<file path="src/rtl/dual_vacuum_filter_with_command_reply_assert.svh">
// Assertion macros for the vacuum filter block.
// Each macro expects clk and rst_n in scope.
`ifndef DUAL_VACUUM_FILTER_WITH_COMMAND_REPLY_ASSERT_SVH
`define DUAL_VACUUM_FILTER_WITH_COMMAND_REPLY_ASSERT_SVH

// Consequent must hold in the same cycle as the antecedent.
`define DVF_ASSERT_NOW(name, ante, cons, msg) \
  name: assert property (@(posedge clk) disable iff (!rst_n) (ante) |-> (cons)) \
    else $error(msg);

// Consequent must hold in the cycle after the antecedent.
`define DVF_ASSERT_NEXT(name, ante, cons, msg) \
  name: assert property (@(posedge clk) disable iff (!rst_n) (ante) |=> (cons)) \
    else $error(msg);

`endif

</file>
<file path="src/rtl/dvf_pkg.sv">
package dvf_pkg;

  localparam int GAIN_BITS  = 16;
  localparam int CFG_DATA_W = 16;
  localparam int CFG_IDX_W  = 2;
  localparam int CHAR_BITS  = 7;
  localparam int PREFIX_LEN = 4;
  localparam int WORD_BITS  = CHAR_BITS * PREFIX_LEN;

  localparam logic [GAIN_BITS-1:0] GAIN_RESET = 16'd9830;

  typedef enum logic [CFG_IDX_W-1:0] {
    CFG_FILTER_GAIN = 2'd0,
    CFG_OFFSET_A    = 2'd1,
    CFG_OFFSET_B    = 2'd2,
    CFG_UNUSED      = 2'd3
  } dvf_cfg_idx_t;

  typedef enum logic [2:0] {
    RPL_IDENTIFY = 3'd0,
    RPL_VACUUM   = 3'd1,
    RPL_ZEROED   = 3'd2,
    RPL_SAVE     = 3'd3,
    RPL_RESET    = 3'd4,
    RPL_OK       = 3'd5
  } dvf_reply_t;

  localparam logic [7:0] CHR_LF    = 8'd10;
  localparam logic [7:0] CHR_CR    = 8'd13;
  localparam logic [7:0] CHR_SPACE = 8'd32;
  localparam logic [7:0] CHR_TILDE = 8'd126;
  localparam logic [7:0] CHR_LOW_A = 8'd97;
  localparam logic [7:0] CHR_LOW_Z = 8'd122;
  localparam logic [CHAR_BITS-1:0] CASE_BIT = 7'h20;

  typedef logic [PREFIX_LEN-1:0][CHAR_BITS-1:0] dvf_prefix_t;

  function automatic logic [WORD_BITS-1:0] word4(input logic [7:0] c0, input logic [7:0] c1,
                                                 input logic [7:0] c2, input logic [7:0] c3);
    return {c3[CHAR_BITS-1:0], c2[CHAR_BITS-1:0], c1[CHAR_BITS-1:0], c0[CHAR_BITS-1:0]};
  endfunction

  localparam logic [WORD_BITS-1:0] CMD_M115 = word4("M", "1", "1", "5");
  localparam logic [WORD_BITS-1:0] CMD_M800 = word4("M", "8", "0", "0");
  localparam logic [WORD_BITS-1:0] CMD_M105 = word4("M", "1", "0", "5");
  localparam logic [WORD_BITS-1:0] CMD_M802 = word4("M", "8", "0", "2");
  localparam logic [WORD_BITS-1:0] CMD_M500 = word4("M", "5", "0", "0");
  localparam logic [WORD_BITS-1:0] CMD_M502 = word4("M", "5", "0", "2");

endpackage

</file>
<file path="src/rtl/dvf_in_if.sv">
interface dvf_in_if #(
  parameter int SAMPLE_BITS = 10
);
  logic                   valid;
  logic                   ready;
  logic                   kind;
  logic                   channel;
  logic [SAMPLE_BITS-1:0] sample;
  logic [7:0]             text_byte;

  modport source (output valid, kind, channel, sample, text_byte, input ready);
  modport sink   (input valid, kind, channel, sample, text_byte, output ready);
endinterface

</file>
<file path="src/rtl/dvf_out_if.sv">
interface dvf_out_if #(
  parameter int SAMPLE_BITS = 10
);
  logic                   valid;
  logic                   ready;
  logic [2:0]             reply;
  logic [SAMPLE_BITS:0]   vacuum_a;
  logic [SAMPLE_BITS:0]   vacuum_b;
  logic [SAMPLE_BITS-1:0] offset_a_out;
  logic [SAMPLE_BITS-1:0] offset_b_out;

  modport source (output valid, reply, vacuum_a, vacuum_b, offset_a_out, offset_b_out,
                  input ready);
  modport sink   (input valid, reply, vacuum_a, vacuum_b, offset_a_out, offset_b_out,
                  output ready);
endinterface

</file>
<file path="src/rtl/dual_vacuum_filter_with_command_reply.sv">
// Two-channel vacuum filter with a serial command decoder. Each transfer on
// in_ch is either an ADC sample, which moves that channel's Q(SAMPLE_BITS).
// (FRACTION_BITS) level toward it by level += gain*(sample-level) (floored),
// or a command byte; a CR or LF closing a nonempty line yields one reply on
// out_ch. An item is taken into an input register and handled from there by
// one multiply-add or one character compare against the state, so a new item
// can be taken every cycle; the sustained rate is one item per cycle while
// out_ch takes replies. A reply is loaded into the result register when its
// line's CR or LF leaves the input register, and is held there until taken;
// while a reply waits, the input register holds its item, and input stalls
// once that register is occupied. Configuration writes take effect at once;
// writing an initial offset reloads that channel's tare and level.
`include "dual_vacuum_filter_with_command_reply_assert.svh"

module dual_vacuum_filter_with_command_reply
  import dvf_pkg::*;
#(
  parameter int SAMPLE_BITS   = 10,
  parameter int FRACTION_BITS = 16
) (
  input  logic                  clk,
  input  logic                  rst_n,
  input  logic                  cfg_we,
  input  logic [CFG_IDX_W-1:0]  cfg_index,
  input  logic [CFG_DATA_W-1:0] cfg_data,
  dvf_in_if.sink                in_ch,
  dvf_out_if.source             out_ch
);

  localparam int LW = SAMPLE_BITS + FRACTION_BITS;
  localparam int PW = LW + GAIN_BITS + 2;
  localparam int CW = $clog2(PREFIX_LEN + 1);

  logic                   s1_valid_r;
  logic                   s1_kind_r;
  logic                   s1_channel_r;
  logic [SAMPLE_BITS-1:0] s1_sample_r;
  logic [7:0]             s1_byte_r;

  logic [GAIN_BITS-1:0]   gain_r;
  logic [LW-1:0]          level_a_r, level_a_nxt;
  logic [LW-1:0]          level_b_r, level_b_nxt;
  logic [SAMPLE_BITS-1:0] tare_a_r, tare_a_nxt;
  logic [SAMPLE_BITS-1:0] tare_b_r, tare_b_nxt;
  dvf_prefix_t            prefix_r, prefix_nxt;
  logic [CW-1:0]          cnt_r, cnt_nxt;
  logic                   has_text_r, has_text_nxt;

  logic                   out_valid_r;
  dvf_reply_t             reply_r, reply_nxt;
  logic [SAMPLE_BITS:0]   vac_a_r, vac_a_nxt;
  logic [SAMPLE_BITS:0]   vac_b_r, vac_b_nxt;
  logic [SAMPLE_BITS-1:0] ofs_a_r, ofs_a_nxt;
  logic [SAMPLE_BITS-1:0] ofs_b_r, ofs_b_nxt;
  logic                   res_nxt;

  logic                   advance;
  logic [LW-1:0]          sel_level;
  logic signed [LW:0]     diff;
  logic signed [PW-1:0]   prod;
  logic [LW-1:0]          ema_level;
  logic signed [SAMPLE_BITS:0] va_diff, vb_diff;
  logic [CHAR_BITS-1:0]   chr;
  logic [WORD_BITS-1:0]   word;
  logic                   full;
  logic                   is_eol, is_print;

  assign advance     = s1_valid_r && (!out_valid_r || out_ch.ready);
  assign in_ch.ready = !s1_valid_r || advance;

  always_ff @(posedge clk) begin
    if (!rst_n) begin
      s1_valid_r <= 1'b0;
    end else if (in_ch.ready) begin
      s1_valid_r <= in_ch.valid;
    end
  end

  always_ff @(posedge clk) begin
    if (in_ch.valid && in_ch.ready) begin
      s1_kind_r    <= in_ch.kind;
      s1_channel_r <= in_ch.channel;
      s1_sample_r  <= in_ch.sample;
      s1_byte_r    <= in_ch.text_byte;
    end
  end

  assign sel_level = s1_channel_r ? level_b_r : level_a_r;
  assign diff      = $signed({1'b0, s1_sample_r, {FRACTION_BITS{1'b0}}})
                   - $signed({1'b0, sel_level});
  assign prod      = diff * $signed({1'b0, gain_r});
  assign ema_level = sel_level + prod[GAIN_BITS +: LW];

  assign va_diff = $signed({1'b0, tare_a_r}) - $signed({1'b0, level_a_r[LW-1:FRACTION_BITS]});
  assign vb_diff = $signed({1'b0, tare_b_r}) - $signed({1'b0, level_b_r[LW-1:FRACTION_BITS]});

  assign word     = prefix_r;
  assign full     = (cnt_r == CW'(PREFIX_LEN));
  assign is_eol   = (s1_byte_r == CHR_LF) || (s1_byte_r == CHR_CR);
  assign is_print = (s1_byte_r >= CHR_SPACE) && (s1_byte_r <= CHR_TILDE);

  always_comb begin
    chr = s1_byte_r[CHAR_BITS-1:0];
    if (s1_byte_r >= CHR_LOW_A && s1_byte_r <= CHR_LOW_Z) begin
      chr = chr & ~CASE_BIT;
    end
  end

  always_comb begin
    level_a_nxt  = level_a_r;
    level_b_nxt  = level_b_r;
    tare_a_nxt   = tare_a_r;
    tare_b_nxt   = tare_b_r;
    prefix_nxt   = prefix_r;
    cnt_nxt      = cnt_r;
    has_text_nxt = has_text_r;
    res_nxt      = 1'b0;
    reply_nxt    = RPL_OK;
    vac_a_nxt    = '0;
    vac_b_nxt    = '0;
    ofs_a_nxt    = '0;
    ofs_b_nxt    = '0;

    if (advance) begin
      if (!s1_kind_r) begin
        if (s1_channel_r) begin
          level_b_nxt = ema_level;
        end else begin
          level_a_nxt = ema_level;
        end
      end else if (is_eol) begin
        prefix_nxt   = '0;
        cnt_nxt      = '0;
        has_text_nxt = 1'b0;
        res_nxt      = has_text_r;
        if (has_text_r && full) begin
          priority if (word == CMD_M115) begin
            reply_nxt = RPL_IDENTIFY;
          end else if (word == CMD_M800 || word == CMD_M105) begin
            reply_nxt = RPL_VACUUM;
            vac_a_nxt = va_diff[SAMPLE_BITS] ? '0 : va_diff;
            vac_b_nxt = vb_diff[SAMPLE_BITS] ? '0 : vb_diff;
          end else if (word == CMD_M802) begin
            reply_nxt  = RPL_ZEROED;
            tare_a_nxt = level_a_r[LW-1:FRACTION_BITS];
            tare_b_nxt = level_b_r[LW-1:FRACTION_BITS];
          end else if (word == CMD_M500) begin
            reply_nxt = RPL_SAVE;
            ofs_a_nxt = tare_a_r;
            ofs_b_nxt = tare_b_r;
          end else if (word == CMD_M502) begin
            reply_nxt = RPL_RESET;
          end else begin
            reply_nxt = RPL_OK;
          end
        end
      end else if (is_print && !(s1_byte_r == CHR_SPACE && !has_text_r)) begin
        has_text_nxt = 1'b1;
        if (!full) begin
          prefix_nxt[cnt_r[CW-2:0]] = chr;
          cnt_nxt = cnt_r + CW'(1);
        end
      end
    end

    if (cfg_we) begin
      unique case (dvf_cfg_idx_t'(cfg_index))
        CFG_OFFSET_A: begin
          tare_a_nxt  = cfg_data[SAMPLE_BITS-1:0];
          level_a_nxt = {cfg_data[SAMPLE_BITS-1:0], {FRACTION_BITS{1'b0}}};
        end
        CFG_OFFSET_B: begin
          tare_b_nxt  = cfg_data[SAMPLE_BITS-1:0];
          level_b_nxt = {cfg_data[SAMPLE_BITS-1:0], {FRACTION_BITS{1'b0}}};
        end
        CFG_FILTER_GAIN, CFG_UNUSED: begin
        end
        default: begin
        end
      endcase
    end
  end

  always_ff @(posedge clk) begin
    if (!rst_n) begin
      gain_r     <= GAIN_RESET;
      level_a_r  <= '0;
      level_b_r  <= '0;
      tare_a_r   <= '0;
      tare_b_r   <= '0;
      prefix_r   <= '0;
      cnt_r      <= '0;
      has_text_r <= 1'b0;
    end else begin
      if (cfg_we && dvf_cfg_idx_t'(cfg_index) == CFG_FILTER_GAIN) begin
        gain_r <= cfg_data[GAIN_BITS-1:0];
      end
      level_a_r  <= level_a_nxt;
      level_b_r  <= level_b_nxt;
      tare_a_r   <= tare_a_nxt;
      tare_b_r   <= tare_b_nxt;
      prefix_r   <= prefix_nxt;
      cnt_r      <= cnt_nxt;
      has_text_r <= has_text_nxt;
    end
  end

  always_ff @(posedge clk) begin
    if (!rst_n) begin
      out_valid_r <= 1'b0;
    end else if (res_nxt) begin
      out_valid_r <= 1'b1;
    end else if (out_ch.ready) begin
      out_valid_r <= 1'b0;
    end
  end

  always_ff @(posedge clk) begin
    if (res_nxt) begin
      reply_r <= reply_nxt;
      vac_a_r <= vac_a_nxt;
      vac_b_r <= vac_b_nxt;
      ofs_a_r <= ofs_a_nxt;
      ofs_b_r <= ofs_b_nxt;
    end
  end

  assign out_ch.valid        = out_valid_r;
  assign out_ch.reply        = reply_r;
  assign out_ch.vacuum_a     = vac_a_r;
  assign out_ch.vacuum_b     = vac_b_r;
  assign out_ch.offset_a_out = ofs_a_r;
  assign out_ch.offset_b_out = ofs_b_r;

  `DVF_ASSERT_NOW(a_vac_only_on_data, out_valid_r && reply_r != RPL_VACUUM,
                  vac_a_r == '0 && vac_b_r == '0, "vacuum value on non-data reply")
  `DVF_ASSERT_NOW(a_ofs_only_on_save, out_valid_r && reply_r != RPL_SAVE,
                  ofs_a_r == '0 && ofs_b_r == '0, "offset value on non-save reply")
  `DVF_ASSERT_NOW(a_prefix_bound, 1'b1, cnt_r <= CW'(PREFIX_LEN),
                  "prefix count beyond four characters")
  `DVF_ASSERT_NEXT(a_stage_hold, s1_valid_r && !advance, s1_valid_r,
                   "stalled input stage lost its item")

endmodule

</file>
<file path="src/flat_wrapper.sv">
// flat-port wrapper written by rule: the top's interface ports become plain ports
module dual_vacuum_filter_with_command_reply_flat import dvf_pkg::*;
#(
  parameter int SAMPLE_BITS   = 10,
  parameter int FRACTION_BITS = 16
)
  (clk, rst_n, cfg_we, cfg_index, cfg_data, in_ch_valid, in_ch_kind, in_ch_channel, in_ch_sample, in_ch_text_byte, in_ch_ready, out_ch_valid, out_ch_reply, out_ch_vacuum_a, out_ch_vacuum_b, out_ch_offset_a_out, out_ch_offset_b_out, out_ch_ready);
  dvf_in_if #(.SAMPLE_BITS(SAMPLE_BITS)) in_ch_i ();
  dvf_out_if #(.SAMPLE_BITS(SAMPLE_BITS)) out_ch_i ();
  input  logic clk;
  input  logic rst_n;
  input  logic cfg_we;
  input  logic [CFG_IDX_W-1:0] cfg_index;
  input  logic [CFG_DATA_W-1:0] cfg_data;
  input wire logic [$bits(in_ch_i.valid)-1:0] in_ch_valid;
  input wire logic [$bits(in_ch_i.kind)-1:0] in_ch_kind;
  input wire logic [$bits(in_ch_i.channel)-1:0] in_ch_channel;
  input wire logic [$bits(in_ch_i.sample)-1:0] in_ch_sample;
  input wire logic [$bits(in_ch_i.text_byte)-1:0] in_ch_text_byte;
  output wire logic [$bits(in_ch_i.ready)-1:0] in_ch_ready;
  output wire logic [$bits(out_ch_i.valid)-1:0] out_ch_valid;
  output wire logic [$bits(out_ch_i.reply)-1:0] out_ch_reply;
  output wire logic [$bits(out_ch_i.vacuum_a)-1:0] out_ch_vacuum_a;
  output wire logic [$bits(out_ch_i.vacuum_b)-1:0] out_ch_vacuum_b;
  output wire logic [$bits(out_ch_i.offset_a_out)-1:0] out_ch_offset_a_out;
  output wire logic [$bits(out_ch_i.offset_b_out)-1:0] out_ch_offset_b_out;
  input wire logic [$bits(out_ch_i.ready)-1:0] out_ch_ready;
  assign in_ch_i.valid = in_ch_valid;
  assign in_ch_i.kind = in_ch_kind;
  assign in_ch_i.channel = in_ch_channel;
  assign in_ch_i.sample = in_ch_sample;
  assign in_ch_i.text_byte = in_ch_text_byte;
  assign in_ch_ready = in_ch_i.ready;
  assign out_ch_valid = out_ch_i.valid;
  assign out_ch_reply = out_ch_i.reply;
  assign out_ch_vacuum_a = out_ch_i.vacuum_a;
  assign out_ch_vacuum_b = out_ch_i.vacuum_b;
  assign out_ch_offset_a_out = out_ch_i.offset_a_out;
  assign out_ch_offset_b_out = out_ch_i.offset_b_out;
  assign out_ch_i.ready = out_ch_ready;
  dual_vacuum_filter_with_command_reply #(.SAMPLE_BITS(SAMPLE_BITS), .FRACTION_BITS(FRACTION_BITS)) u_core (.clk(clk), .rst_n(rst_n), .cfg_we(cfg_we), .cfg_index(cfg_index), .cfg_data(cfg_data), .in_ch(in_ch_i), .out_ch(out_ch_i));
endmodule
</file>
<file path="config.mk">
export PLATFORM = sky130hd
export DESIGN_NAME = dual_vacuum_filter_with_command_reply_flat
export DESIGN_NICKNAME = d
export VERILOG_FILES = /design/src/rtl/dvf_pkg.sv /design/src/rtl/dvf_in_if.sv /design/src/rtl/dvf_out_if.sv /design/src/rtl/dual_vacuum_filter_with_command_reply.sv /design/src/flat_wrapper.sv
export VERILOG_INCLUDE_DIRS = /design/src /design/src/rtl
export SDC_FILE = /design/constraint.sdc
export NUM_CORES = 2
export LEC_CHECK = 0
export ABC_CLOCK_PERIOD_IN_PS = 14930
export BUFFER_PORTS_ARGS = -buffer_cell sky130_fd_sc_hd__buf_2
export CORE_ASPECT_RATIO = 0.6
export CORE_MARGIN = 3
export CORE_UTILIZATION = 34
export DETAILED_ROUTE_END_ITERATION = 6
export PLACE_DENSITY_LB_ADDON = 0.25
export SYNTH_ARGS = -nofsm -noshare
export SYNTH_HDL_FRONTEND = slang
export SYNTH_SLANG_ARGS = --single-unit
</file>
<file path="constraint.sdc">
create_clock -name clk -period 14.93 [get_ports clk]
set_input_delay 0.7465 -clock clk [delete_from_list [all_inputs] [get_ports clk]]
set_output_delay 0.7465 -clock clk [all_outputs]
set_load 0.02 [all_outputs]
</file>
* After elaboration in Yosys (flattened, before gate mapping)
Cells that the tools add are included.
** Storage, ports and cells
- Input port bits :: 43
- Word-level logic and storage cells :: 135
- Output and inout bits :: 47
- Register bits :: 187
** Cells by class
- Add/subtract/negate cells :: 5
- $mul :: 1
- Bitwise logic cells :: 6
- Reductions and logical operators :: 28
- Mux-type cells :: 51
- Equal/unequal tests :: 13
- Order comparisons :: 6
** Operator list (count)
- 2-to-1 mux 26 bit :: 11
- 2-to-1 mux 10 bit :: 18
- equality test 28 x 27 -> 1 bit (second input constant) :: 6
- 2-to-1 mux 28 bit :: 3
- multiplier 27 x 17 -> 42 bit :: 1
- bitwise mux 28 bit :: 1
- subtractor 26 x 26 -> 27 bit :: 1
- adder 26 bit :: 1
- subtractor 10 x 10 -> 11 bit :: 2
- 2-to-1 mux 3 bit :: 7
- equality test 8 x 4 -> 1 bit (second input constant) :: 2
- less-or-equal comparator 8 x 7 -> 1 bit (second input constant) :: 2
- demux 7 bit (select 2 bit) :: 1
- OR reduction 7 bit :: 2
- OR reduction 6 bit :: 2
- logical AND 1 bit :: 9
- equality test 8 x 6 -> 1 bit (second input constant) :: 1
- >= comparator 8 x 6 -> 1 bit (second input constant) :: 1
- >= comparator 8 x 7 -> 1 bit (second input constant) :: 1
- 2-to-1 mux 1 bit :: 8
- AND reduction 4 bit :: 2
- OR reduction 8 bit :: 1
- 2-to-1 mux 7 bit :: 1
- 2-to-1 mux 6 bit :: 1
- other kinds (13) :: 25

* Depth between registers and ports, before layout
- Word-level depth :: 10
- Mapped depth :: 46
- Gate-level depth less buffers :: 40

* Least setup slack after synthesis
No wires, ideal clock.
- Path kind :: reg-to-reg
- Start point :: reg u_core.s1_channel_r
- End point :: reg u_core.level_b_r[25]
- Data required time :: 14.842 ns
- Path buffers :: 7
- Slack :: 4.582 ns
- Clock period less this slack :: 10.348 ns
- Library setup time :: 0.088 ns
- Cell stages (with the launch flop) :: 44
- Arrival time :: 10.260 ns
- Cell sequence :: edfxtp_1 buf_6 buf_6 buf_8 clkbuf_1 clkbuf_1 buf_1 o21a_1 ha_1 a21o_1 a21o_1 a221oi_1 nor2b_1 xnor2_1 clkbuf_1 nand2_1 fa_1 fa_1 [8 not listed] and4_1 nand3_1 or2_2 o22ai_1 a21o_1 o21a_1 o21a_1 nor2_1 ha_1 a21o_1 a2111oi_0 a21oi_1 a311oi_1 o21ai_1 a31oi_1 xnor2_1 nor2_1 o32ai_2
** Between the ends
- Cells in the longest elaborated chain, start to end :: 9
** Ends and longest elaborated chain
- from (decl) :: RTL line dual_vacuum_filter_with_command_reply.sv:36 : logic s1_channel_r;
- from (signal assigned) :: RTL line dual_vacuum_filter_with_command_reply.sv:82 : s1_channel_r <= in_ch.channel;
- 2-to-1 mux 26 bit :: RTL line dual_vacuum_filter_with_command_reply.sv:88 : assign sel_level = s1_channel_r ? level_b_r : level_a_r;
- subtractor 26 x 26 -> 27 bit :: RTL line dual_vacuum_filter_with_command_reply.sv:90 : - $signed({1'b0, sel_level});
- multiplier 27 x 17 -> 42 bit :: RTL line dual_vacuum_filter_with_command_reply.sv:91 : assign prod = diff * $signed({1'b0, gain_r});
- adder 26 bit :: RTL line dual_vacuum_filter_with_command_reply.sv:92 : assign ema_level = sel_level + prod[GAIN_BITS +: LW];
- 2-to-1 mux 26 bit * :: RTL line dual_vacuum_filter_with_command_reply.sv:126 : if (s1_channel_r) begin
- 2-to-1 mux 26 bit * :: RTL line dual_vacuum_filter_with_command_reply.sv:125 : if (!s1_kind_r) begin
- 2-to-1 mux 26 bit * :: RTL line dual_vacuum_filter_with_command_reply.sv:124 : if (advance) begin
- 2-to-1 mux 26 bit :: RTL line dual_vacuum_filter_with_command_reply.sv:167 : unique case (dvf_cfg_idx_t'(cfg_index))
- 2-to-1 mux 26 bit * :: RTL line dual_vacuum_filter_with_command_reply.sv:166 : if (cfg_we) begin
- to (signal assigned) :: RTL line dual_vacuum_filter_with_command_reply.sv:199 : level_b_r <= level_b_nxt;
- to (decl) :: RTL line dual_vacuum_filter_with_command_reply.sv:42 : logic [LW-1:0] level_b_r, level_b_nxt;
Mark *: on every way between the ends. The rest lies on a longest branch, timed or not.
A chain may end at the register's enable or synchronous reset.

* Worst setup path in the final report
Same ends and word-level chain as after synthesis.

==> run summary <==
MaxCap Viol Count: 0
Final Hold Vio Count: 0
H-tree Lvls: 4
Die X: 360 µm
Post-DR vias/cell: 4.97
FF+latch area: 4330 µm²
WP data required: 15.31 ns
Leading register cell type out of synthesis: dfxtp_1
Final Instance Area: 27600 µm²
Worst skew pair latency: 0.48 ns
Highest Clock Rate: 84.8 MHz
Post-synth ARST share: 0%
Area after DPL: 27000 µm²
Setup bufs post-CTS: 0
CP max stage cell: xnor2_2
Cell repeated most along the worst path: fa_1
Row cnt: 77
WL per Instance: 18.5 µm
Setup CP Type: flop to flop
Starting Density: 34.5%
Number of DRC markers in iteration 0: 1661
EDFF count, synth: 63
Synth unique cells: 75
Clock Tree Root: clkbuf_16
Post-cts resize count: 0
Clk sinks: 185
# port buffers: 87
CTS clk-pin slew, worst paths: 0.09 ns
# diodes: 0
Syn Area/Cell: 8.63 µm²
Fill count: 7686
Outcome: completed
Main area contributors after synthesis: fa_1 32%, dfxtp_1 9.6%, inv_1 8.2%
Clk_skew: 0.0147 ns
Unrepaired setup endpoints after global routing: false
Drt first pass iters: 5
Largest net degree at the start of global routing: 55
Residual DRC: 0
Die height: 218 µm
Share of cells above drive strength 1: 7.22%
Critical-path maximum fanout: 54
DR vias: 19700
Total negative slack: 0 ns
Min Clock Period, post-route: 11.80 ns
Area of the multi-input gates: 18500 µm²
Worst-margin pin slew: 1.20 ns
WP data arrival: 12.18 ns
Synth warn: 0
Cell taking the most area after synthesis: fa_1
All-layer global routing usage: 19.0%
Synth Cell Area: 25500 µm²
CTS tree: built
Final setup fails: 0
Vias in the first global route: 19400
Clk buf depth: 2
Ratio of final minimum period to clock period: 79.0%
CTS Buf Count: 17
Critical path endpoint category: flop
Syn-to-layout area delta: 8.18%
Post-CTS Hold Fix Bufs: 0
Grt total ovfl: 0
DP HPWL: 58.1 mm
Pins Over Slew Limit: 0
Hold Path Class: primary input to flop
#FFs+latches synth: 185
First-pass GRT wire length: 116 mm
Post-Synthesis Cells: 2955
Post-synthesis sequential area ratio: 17.0%
Relative slew margins: 19.7%
Layout net count: 3578
CORE AREA: 74000 µm²
Die Area: 78400 µm²
Final RePlAce weighted congestion: 0.861
Initial antenna violation count: 0
Antenna-violating nets left: 0
CP peak stage delay: 0.84 ns
Critical Path Source Type: flop
Final WL: 73.3 mm
Area share of the largest cell type after synthesis: 32.0%
IO Pins: 90
==> cells by family after synthesis <==
| group | Yosys count | synth area share, % |
|---|---|---|
| other | 1 | 0.0147 |
| buffers and inverters | 704 | 10.7 |
| muxes | 26 | 1.07 |
| AOI/OAI and AO/OA | 423 | 10.7 |
| and+or+nand+nor | 965 | 17.8 |
| adders and majority gates | 570 | 40.0 |
| DFF | 185 | 17.0 |
| xor gates and xnor gates | 81 | 2.81 |
==> registers in the layout (all words and copies together), names as in the netlist, 10 cells and up <==
signal and count:
u_core.tare_b_r 10, u_core.prefix_r 28, u_core.tare_a_r 10, u_core.gain_r 16
u_core.level_b_r 26, u_core.out_ch.offset_a_out 10, u_core.s1_sample_r 10, u_core.out_ch.offset_b_out 10
u_core.level_a_r 26, u_core.out_ch.vacuum_a 10, u_core.out_ch.vacuum_b 10
==> metrics by stage <==
step | util (%) | hold slack (ns) | cells | setup slack (ns)
global placement | 36.4 | 0.451 | 3933 | 3.46
CTS | 37.3 | 0.411 | 3965 | 3.27
finish | 37.3 | 0.442 | 3965 | 3.13
detailed placement | 36.4 | 0.454 | 3933 | 3.34
floorplan | - | 0.436 | 2956 | 4.58
global route | 37.3 | 0.409 | 3965 | 2.27
==> path summary, 6_finish.rpt <==
path / from / to / slack, ns / cells after the start
worst min-delay path: in_ch_sample[6] / u_core.s1_sample_r[6] / 0.44 / 1
worst max register to register: u_core.s1_channel_r / u_core.level_b_r[25] / 3.13 / 37
worst max-delay path: u_core.s1_channel_r / u_core.level_b_r[25] / 3.13 / 37
worst min register to register: u_core.level_a_r[0] / u_core.level_a_r[0] / 0.47 / 2
==> cell type report <==
class | count | share of cell area [%]
clock inverters | 15 | 0.717
inverters | 557 | 7.58
well taps | 987 | 4.48
repair buffers | 137 | 2.94
clock buffers | 17 | 1.54
flip-flops and latches | 185 | 15.7
multi-input cells | 2067 | 67.0
==> cells in the final DEF (no fill, tap or decap), types with 14 or more instances in the layout <==
cell type  Yosys  final
a21boi_0      14     14
dfxtp_1      122    122
a211oi_1      15     15
edfxtp_1      63     63
a22oi_1       29     29
clkbuf_16      0     17
and2_1       180    180
o21ai_0       67     67
nor3_1        35     34
a21oi_1      141    141
fa_1         408    408
buf_4          4     50
a31oi_1       19     19
xor2_1        28     25
mux2i_1       16     16
nor2b_1       19     19
inv_1        556    555
nand2_1      449    449
nor2_1       150    150
xnor2_1       52     51
a21o_1        35     35
buf_2          3     87
o21a_1        19     19
ha_1         162    162
nand3_1       48     48
==> synthesized netlist by cell type (14+ instances only) <==
library cell	count
mux2i_1	16
dfxtp_1	122
xor2_1	28
nor2_1	150
clkbuf_1	130
and2_1	180
a21o_1	35
nand3_1	48
o21ai_0	67
nor2b_1	19
xnor2_1	52
nor3_1	35
a22oi_1	29
fa_1	408
nand2_1	449
inv_1	556
a21boi_0	14
ha_1	162
a211oi_1	15
edfxtp_1	63
o21a_1	19
a31oi_1	19
a21oi_1	141
==> worst max-delay path, delay by kind of cell, from the launching register on <==
kind            cells  cell delay (ns)
compound gates     15             4.12
buf+inv             4             0.64
fa+ha+maj           9             3.95
simple gates        5             1.01
mux                 1             0.43
xor+xnor            3             1.17
flops               1             0.33
==> layer usage <==
metal  up-vias  global-route usage (%)  routed length (µm)
li1       9288                       -                   -
met1      9755                    30.4               37600
met2       645                    26.0               28800
met3        36                    4.98                6480
met4         0                    1.92                 363
met5         -                       0                   0
Power is not shown: default switching activity piles up to over one toggle a cycle in this logic, so the estimate is an artifact.
